## src/sv/bin_norm_fifo.sv

```systemverilog
// Two-entry queue between the front and the back of the normaliser.
// Depends on nothing but the item width handed down.
`default_nettype none

module bin_norm_fifo #(
  parameter int W = 24
) (
  input  wire logic         clk,
  input  wire logic         rst_n,
  input  wire logic         push,
  input  wire logic [W-1:0] wdata,
  output logic              full,
  input  wire logic         pop,
  output logic              valid,
  output logic [W-1:0]      rdata
);

  logic [W-1:0] ent_r [2];
  logic         wp_r, rp_r;
  logic [1:0]   cnt_r;

  assign full  = (cnt_r == 2'd2);
  assign valid = (cnt_r != 2'd0);
  assign rdata = ent_r[rp_r];

  always_ff @(posedge clk) begin
    if (push) begin
      ent_r[wp_r] <= wdata;
    end
  end

  always_ff @(posedge clk) begin
    if (!rst_n) begin
      wp_r  <= 1'b0;
      rp_r  <= 1'b0;
      cnt_r <= 2'd0;
    end else begin
      if (push) begin
        wp_r <= ~wp_r;
      end
      if (pop) begin
        rp_r <= ~rp_r;
      end
      cnt_r <= cnt_r + 2'(push) - 2'(pop);
    end
  end

endmodule

`default_nettype wire

```

## config.mk

```make
export PLATFORM = sky130hd
export DESIGN_NAME = bin_norm_fifo
export DESIGN_NICKNAME = d
export VERILOG_FILES = /design/src/sv/bin_norm_fifo.sv
export SDC_FILE = /design/constraint.sdc
export NUM_CORES = 1
export LEC_CHECK = 0
export BUFFER_PORTS_ARGS = -buffer_cell sky130_fd_sc_hd__buf_2
export CAP_MARGIN = 5
export CORE_ASPECT_RATIO = 1.1
export CORE_MARGIN = 2
export CORE_UTILIZATION = 50
export DETAILED_ROUTE_END_ITERATION = 10
export GPL_ROUTABILITY_DRIVEN = 0
export PLACE_DENSITY = 0.87
export SYNTH_ARGS = -nofsm -noshare
export SYNTH_HDL_FRONTEND = slang
export SYNTH_SLANG_ARGS = --single-unit
```

## constraint.sdc

```tcl
create_clock -name clk -period 2.4 [get_ports clk]
set_clock_uncertainty 0.1 [all_clocks]
set_input_delay 0.36 -clock clk [delete_from_list [all_inputs] [get_ports clk]]
set_output_delay 0.36 -clock clk [all_outputs]
set_load 0.02 [all_outputs]
```

* After elaboration in Yosys (flattened, before gate mapping) *
Memories as Yosys holds them, arrays and structs flattened. A register that Yosys moved wholly into a read port is not among the register bits.
Cells that the tools add are included.

storage, ports and cells
  flip-flop bits (word level) = 4
  memory bits (writable) = 48
  bits of input ports = 28
  output and inout port bits = 26
  word-level logic and storage cells = 14
  memories = 1

operators by class
  $add $sub $neg = 2
  equality and inequality tests = 1
  muxes and demuxes = 4
  bitwise logic cells = 2
  reductions and logical operators = 1

memory list
  name   depth  bits a word  rd ports  clocked after memory_dff  wr ports  line  text
  ent_r  2      24           1         1                         1         18    logic [W-1:0] ent_r [2];

operator list
  kind                                  count
  two-way mux 1 bit                     4
  adder 2 x 1 -> 2 bit                  1
  == test 2 bit, second input constant  1
  inverter 1 bit                        2
  nonzero test 2 bit                    1
  subtractor 2 x 1 -> 2 bit             1

* Depth between registers and ports, before layout *
Gate-level depths: netlist (run 1).

  depth in word-level cells = 3
  depth in mapped cells = 6
  mapped depth without buffers = 6

* Worst setup path before layout (run 1) *
No wires, ideal clock.

  path kind = input -> register
  start = input port push
  end = memory ent_r[0][0], enable pin
  setup time = 409 ps
  arrival = 1497 ps
  data required time = 1891 ps
  path slack = 394 ps
  stages = 1
  buffers on the path = 0
  cells stage by stage = nor2b_1

between the ends
  word-level cells in the longest chain between the ends = 2

RTL lines
  element                                  line  text
  start, declared                          10    input wire logic push,
  two-way mux 1 bit                        27    if (push) begin
  two-way mux 1 bit (not written as such)  28    ent_r[wp_r] <= wdata;
  end, declared                            18

Every way passes these cells.

==> results of run 1 <==
[per-stage QoR]
stage	instances	cell area, um^2	worst slack, ns	hold WS (ns)	util (%)
after CTS	212	2500	0.495	0.128	63.1
final	212	2500	0.513	0.138	63.1
after global routing	212	2500	0.433	0.128	63.1
after floorplan	96	2070	0.394	0.359	-
after global placement	204	2390	0.862	0.449	60.4
after detailed placement	204	2390	0.837	0.452	60.4
[final timing paths]
| kind | slack (ns) | depth (start not counted) | startpoint | to |
|---|---|---|---|---|
| setup / recovery | 0.51 | 3 | flip-flop | rdata[23] |
| hold / removal | 0.14 | 1 | wdata[3] | ent_r[1][3]$_DFFE_PP_ |
| hold reg to reg | 0.50 | 2 | rp_r$_SDFFE_PN0P_ | rp_r$_SDFFE_PN0P_ |
| setup reg to reg | 1.06 | 6 | cnt_r[0]$_SDFF_PN0_ | cnt_r[1]$_SDFF_PN0_ |
[Yosys cell counts, drive strengths merged]
master,count
edfxtp,48
mux2,24
dfxtp,5
and2,4
nor2b,4
buf,3
ha,2
inv,2
o21a,1
or2,1
xnor3,1
xor2,1
[cell type report]
cell class / instances / area (um^2)
fill: 313 / 1460
clock buffer: 5 / 68.8
inverter: 2 / 7.51
multi-input combinational: 38 / 468
timing repair buffer: 59 / 310
clock inverter: 3 / 41.3
sequential: 53 / 1540
tap: 52 / 65.1
[layer usage]
layer / up-vias / share of wire (%)
met5: - / 0
met4: 0 / 1.7
met3: 5 / 6.4
met2: 37 / 55
met1: 487 / 37
li1: 486 / -
[cells in the final DEF (no fill, tap or decap)]
master	count
sky130_fd_sc_hd__and2_1	4
sky130_fd_sc_hd__xnor3_1	1
sky130_fd_sc_hd__or2_2	1
sky130_fd_sc_hd__ha_1	2
sky130_fd_sc_hd__clkbuf_8	5
sky130_fd_sc_hd__nor2b_2	1
sky130_fd_sc_hd__inv_1	2
sky130_fd_sc_hd__o21a_1	1
sky130_fd_sc_hd__mux2_4	20
sky130_fd_sc_hd__buf_4	6
sky130_fd_sc_hd__buf_2	53
sky130_fd_sc_hd__nor2b_1	3
sky130_fd_sc_hd__dfxtp_1	5
sky130_fd_sc_hd__mux2_2	4
sky130_fd_sc_hd__clkinvlp_4	1
sky130_fd_sc_hd__edfxtp_1	48
sky130_fd_sc_hd__clkinv_1	1
sky130_fd_sc_hd__bufinv_16	1
sky130_fd_sc_hd__xor2_1	1
[worst max-delay path, stage by stage (launching register included)]
cell and delay (ns):
sky130_fd_sc_hd__dfxtp_1 0.34, sky130_fd_sc_hd__buf_4 0.26, sky130_fd_sc_hd__mux2_2 0.36, sky130_fd_sc_hd__buf_2 0.16
[sequential cells by signal, indices dropped and copies added (netlist names), named ones only]
register  count
wp_r          1
rp_r          1
cnt_r         2
ent_r        48
[power by group]
part	leakage (nW)	internal, W	switching (W)
Combinational	0.474	0.000151	0.000159
Clock	0.0518	0.000307	0.000269
Sequential	0.492	0.00106	0.0000195
[cells by family after synthesis]
family,count (synthesis),synth area share [%]
flip-flops,53,74.6
adder cells (fa/ha/maj),2,1.21
buffers and inverters,5,2.85
AND/OR/NAND/NOR,9,2.73
AO/OA/AOI/OAI,1,0.364
multiplexers,24,16.7
XOR/XNOR,2,1.51
==> impl.org, run 1 <==
** GRT
- Vias in the first global route :: 1,082
- For this run, global-route usage on met1 was measured as 16.4%.
- Met2 Use GR :: 26.2%
- Number of antenna violations at the first check in global routing :: 0
- The first global-routing pass estimated 5030 um of wire.
- Global routing consumed, over all layers together, 14.9% of the routing resources.
- Layer with the highest usage :: met2
- M3 GR Usage :: 5.18%
- For this run the aggregate overflow at the end of global routing stands at 0.
- Pin count of the biggest net entering global routing :: 17

** Floorplanning
- Row generation in the floorplan step produced 24 rows.
- The floorplan step set the die width to 65.3 um.
- The die covers 4660 um^2.
- Initial standard-cell utilization of the core :: 52.1%
- From bottom edge to top edge, the die measures 71.4 um.
- For this design the top-level I/O count stands at 54.
- The core region is 3960 um^2.

** STA
- Max-slew violation count :: 0
- Final period util :: 78.6%
- Setup repair after global routing left no endpoint under its margin.
- Actual transition at the worst max-transition pin :: 0.244 ns
- Final hold viol count :: 0
- Timing would allow up to 0.530 GHz.
- Headroom to the max-slew limit came out at 83.7%.
- Setup violations remaining at the end of the flow were counted as 0.
- Subtracting the final worst setup slack from the clock period gives 1.89 ns.
- Setup total negative slack on the finished layout was measured at 0 ns.

** Drt
- Via count :: 1,015
- Wires add up to 3200 um.
- In the routed design, unresolved DRC markers number 0.
- For this run, the detailed router's first-pass iteration total came to 4.
- Average routed wire per standard cell :: 15.1 um
- Routed via count divided by cell count :: 4.79
- Starting DRC count in detailed routing :: 43
- Antenna-violating nets left :: 0

** Power and ir drop
- The design draws 0.00197 W.
- Summed over all cells, the static leakage comes to 1.02 nW.
- VDD sags by at most 0.636 mV.
- For this design the ratio of total power to cell area is 787 nW/um^2.

** Layout
- Synthesis-to-layout area growth :: 21.1%
- Diode count :: 0
- For this run, the post-layout net count is 189.
- The post-route netlist has 57.5% of its cells at a drive strength greater than 1.

** CTS
- TritonCTS Buffers :: 5
- Total clock sinks :: 53
- Post-CTS setup repair buffer count :: 0
- For the worst-skew pair, the clock arrives at the later sink with an insertion delay of 0.30 ns.
- The H-tree generated during clock tree synthesis spans 2 levels.
- Post-CTS Resized :: 0
- TritonCTS clock tree :: built
- The clock passes through at most 2 buffers.
- In this run, post-CTS hold repair placed 0 buffers.
- After clock tree synthesis, the clock-pin slew on the worst setup and hold paths is 0.09 ns.
- The tree is rooted in a sky130_fd_sc_hd__clkbuf_8.

** Placed design
- The count of buffers added on input and output ports is 53.

** Synthesis
- Gate count of the mapped netlist :: 96
- Register bit total from synthesis :: 53
- The top cell type by area accounts for 69.8% of the synthesized area.
- Warning count from the yosys run :: 0
- Cells taking the most area after synthesis :: sky130_fd_sc_hd__edfxtp_1 70%, sky130_fd_sc_hd__mux2_4 15%, sky130_fd_sc_hd__dfxtp_1 4.8%
- Leading area contributor after synthesis :: sky130_fd_sc_hd__edfxtp_1
- Counting distinct cell types in the post-synthesis netlist gives 14.
- Post-synthesis sequential area ratio :: 74.6%
- The cell area that synthesis handed to floorplanning was 2070 um^2.
- The number of nets handed over by synthesis was 126.
- Average footprint of a synthesized cell :: 21.5 um^2

** Flow run
- The tool flagged a number of max-cap violations equal to 0.

** Critical path
- Data on the critical path arrives at its endpoint at 1.43 ns.
- Of all nets on the critical path, the largest fanout is 13.
- Class of the most critical setup path :: flip-flop to output pin
- The worst setup path is captured at an output pin.
- Required @ worst endpoint :: 1.94 ns
- Kind of start point of the critical path :: flip-flop

** Outcome
- The run finished with clean final reports.

** Min path
- The tightest min-delay check is of the input pin to flip-flop type.
Power figures use the tool's default switching activity.
==> run 2: changes to the inputs <==
Settings changed: ABC_AREA set to 1, CORE_UTILIZATION 50 to 46, PLACE_DENSITY 0.87 to 0.85.
Clock period 2.4 ns to 1.6 ns, I/O delays scaled along.
==> impl.org, run 2 <==
** Layout
- Net count, final :: 202
- Of the cells placed in the final design, the portion with a size suffix greater than 1 is 53.8%.
- Seq. cell area :: 1550 um^2
- Max FFs per register :: 48
- Utilization after layout :: 63.4%
- The area growth from synthesis to layout is 32.6%.
- In the layout the commonest cells are 48 x sky130_fd_sc_hd__edfxtp_1, 30 x sky130_fd_sc_hd__buf_2, 24 x sky130_fd_sc_hd__mux2_4, 24 x sky130_fd_sc_hd__buf_6, 9 x sky130_fd_sc_hd__nand2_1.
- Ranked by flip-flop count, first place goes to ent_r.
- Final design instance area without fill :: 2740 um^2
- Most common library cell in the layout ignoring fill and taps :: sky130_fd_sc_hd__edfxtp_1
- Biggest regs :: ent_r x48, cnt_r x2
- Fill cells in the final layout number 316.
- Diode count :: 0
- Summing all multi-input logic gate instances after layout gives 462 um^2.

** Power and ir drop
- Clock network fraction of design power :: 28.7%
- Leakage :: 1.14 nW
- Share of power burned in combinational logic :: 17.1%
- Reported net switching power :: 0.000666 W
- For this design the ratio of total power to cell area is 1100 nW/um^2.
- The worst-case IR drop observed on VDD is 0.759 mV.
- Sequential Power Share :: 54.1%
- Power comes to 0.00300 W.
- Switching portion of total power :: 22.2%
- Internal power :: 0.00233 W

** Placed design
- Input/output buffers :: 53
- In this run the cell area measured after placement is 2430 um^2.
- After legalization and detailed placement, the total HPWL measured 2440 um.
- Worst slack after detailed placement :: 0.204 ns

** Drt
- The final route contains 1,087 vias.
- Total Wirelength :: 3550 um
- Antenna-violating nets left :: 0
- The detailed router finished its first iteration with 39 violations.
- DRC viols :: 0
- Average routed wire per standard cell :: 15.6 um
- The first detailed-routing pass ran for 3 iterations.
- In the routed layout, each cell is associated on average with a via count of 4.79.

** Synthesis
- sky130_fd_sc_hd__edfxtp_1 takes more of the synthesized area than any other cell.
- The top cell type by area accounts for 69.9% of the synthesized area.
- Synthesized-area fraction occupied by and/or/nand/nor cells :: 3.34%
- After Yosys synthesis, full adders, half adders and majority gates account for 1.21% of the synthesized area.
- After synthesis, the largest family of logic cells by area is multiplexers.
- Register bit total from synthesis :: 53
- In the synthesized netlist the async set-or-reset flop fraction comes to 0%.
- Synthesis handed over a netlist of 108 instances.
- The portion of synthesized area spent on multiplexers is 16.7%.
- Summing the areas of all compound-gate instances in the mapped netlist gives 0.243% of the synthesized area.
- The most used flip-flop cell after synthesis is sky130_fd_sc_hd__edfxtp_1.
- Cells taking the most area after synthesis :: sky130_fd_sc_hd__edfxtp_1 70%, sky130_fd_sc_hd__mux2_4 15%, sky130_fd_sc_hd__dfxtp_1 4.9%
- Summing the areas of all xor and xnor instances in the mapped netlist gives 0% of the synthesized area.
- For this run, the register share of the synthesized area comes to 74.7%.
- Warning count from the yosys run :: 0
- sky130_fd_sc_hd__edfxtp_1 is the most common cell in the netlist.
- The synthesized design contains 48 enable-type register cells.
- List of most frequent post-synthesis cells :: 48 x sky130_fd_sc_hd__edfxtp_1, 20 x sky130_fd_sc_hd__mux2_4, 9 x sky130_fd_sc_hd__nand2_1
- Mapped Nets :: 138
- Synthesis instantiated 12 different standard cells from the library.
- Post-Synthesis Cell Area :: 2060 um^2
- Average footprint of a synthesized cell :: 19.1 um^2

** Floorplanning
- The die covers 5040 um^2.
- Die height :: 74.2 um
- Core area :: 4320 um^2
- Initial standard-cell utilization of the core :: 47.8%
- I/O pin count :: 54
- Row Count :: 25
- The floorplan step set the die width to 67.9 um.

** CTS
- Hold Buf Count CTS :: 0
- Buffer type at the clock tree root :: sky130_fd_sc_hd__clkbuf_8
- The clock drives 53 sinks.
- Clock latency at the later pin of the worst-skew pair :: 0.29 ns
- In this run, CTS created clock tree buffers numbering 5.
- CTS built an H-tree with a depth of 2.
- Number of buffers on the longest clock path :: 2
- Clock-pin slew was measured on the worst setup and hold paths at 0.09 ns.
- TritonCTS clock tree :: built

** GRT
- Global routing finished with a remaining overflow of 0.
- The number of antenna violations at the first check in global routing came to 0.
- Vias in the first global route :: 1,165
- The first global-routing pass estimated 5350 um of wire.
- In the global route stage, overall resource usage came out at 15.3%.
- Entering global routing, the biggest net connects 21 pins.

** STA
- Actual transition at the worst max-transition pin :: 0.185 ns
- Final setup vio count :: 24
- The number of hold violations in the final report came to 0.
- The final-report max-slew violation count was 0.
- Setup WS post-layout :: -0.0602 ns
- Tmin final :: 1.66 ns
- Hold is met by 0.0234 ns.
- Setup repair after global routing could not meet its margin everywhere.
- Timing-limited maximum frequency :: 0.602 GHz
- Final period util :: 104%
- In this run the tightest slew margin relative to its limit is 87.6%.

** Min path
- Tightest Hold Check Type :: input pin to flip-flop

** Critical path
- Setup slack on the worst reg-to-reg path comes out at 0.20 ns.
- Crit path max fanout :: 10
- STA classifies the critical path startpoint as a flip-flop.
- STA classifies the critical path endpoint as an output pin.
- Arrival time reported for the critical path endpoint :: 1.32 ns
- Required @ worst endpoint :: 1.26 ns
- Class of the most critical setup path :: flip-flop to output pin
- Ordered cell list for the critical path :: buf_12 -> mux2_4 -> buf_6
- Cell with the largest stage delay on the worst path :: sky130_fd_sc_hd__dfxtp_4
- Biggest cell delay along the critical path :: 0.41 ns

** Outcome
- Failing checks :: negative setup slack
- Status :: finished, violations left

** Flow run
- Max-cap violations in this run came to 0.
[run 2: cell types whose count changed after synthesis]
cell                      before  now
sky130_fd_sc_hd__o21a_1        1    0
sky130_fd_sc_hd__nand3_1       0    1
sky130_fd_sc_hd__nor2b_1       4    0
sky130_fd_sc_hd__a21oi_1       0    1
sky130_fd_sc_hd__xor2_1        1    0
sky130_fd_sc_hd__nand2_1       0    9
sky130_fd_sc_hd__xnor3_1       1    0
sky130_fd_sc_hd__inv_1         2    7
sky130_fd_sc_hd__or2_2         1    0
sky130_fd_sc_hd__and2_1        4    0
sky130_fd_sc_hd__nor2_1        0    8
[run 2: final cells by class]
type | instances | share of cell area, %
multi-input combinational | 45 | 16.9
tap | 54 | 2.47
clock buffer | 6 | 2.65
clock inverter | 2 | 1.42
inverter | 7 | 0.961
sequential | 53 | 56.5
timing repair buffer | 60 | 19.1
[run 2: routing by layer]
metal  up-vias  wire length (um)  global-route usage (%)
met4         0                66                    6.67
met2        38              1990                    28.5
met5         -                 0                       0
met3         5               181                    3.63
met1       523              1310                    16.3
li1        521                 -                       -
[run 2: cell families (layout without fill, tap and decap cells)]
family | count (synthesis) | count (layout)
muxes | 24 | 24
adders and majority gates | 2 | 2
AOI/OAI and AO/OA | 1 | 1
DFF | 53 | 53
buffers and inverters | 10 | 75
and+or+nand+nor | 18 | 18
[run 2: worst paths after layout]
kind                       startpoint  cells past startpoint                      to
hold reg to reg     rp_r$_SDFFE_PN0P_                      2               flip-flop
setup / recovery            flip-flop                      3                rdata[8]
setup reg to reg  cnt_r[0]$_SDFF_PN0_                      8     cnt_r[1]$_SDFF_PN0_
hold / removal              wdata[19]                      1  ent_r[1][19]$_DFFE_PP_
[run 2: critical path: cells and delay by family (launching register included)]
kind / cells / cell delay (ns)
buffers and inverters: 2 / 0.29
multiplexers: 1 / 0.31
flip-flops: 1 / 0.41
[run 2: per-stage QoR]
| stage | setup TNS (ns) | std cells |
|---|---|---|
| global placement | 0 | 218 |
| CTS | -1.71 | 227 |
| finish | -1.12 | 227 |
| global route | -2.42 | 227 |
| detailed placement | 0 | 218 |
| floorplan | 0 | 108 |
[run 2: power by group through the flow]
stage | logic, W | clock network [W] | registers (W)
after detailed placement | 0.000422 | 0 | 0.00165
after global routing | 0.000550 | 0.000961 | 0.00163
after global placement | 0.000402 | 0 | 0.00165
after floorplan | 0.000283 | 0 | 0.00164
after CTS | 0.000471 | 0.000891 | 0.00162
final | 0.000514 | 0.000861 | 0.00162
[run 2: repair_timing]
action / 4_1_cts / 5_1_grt
endpoints found under the setup margin: 24 / 24
resized for setup: 24 / 30
gates cloned: 1 / 0
buffers inserted: 0 / 0
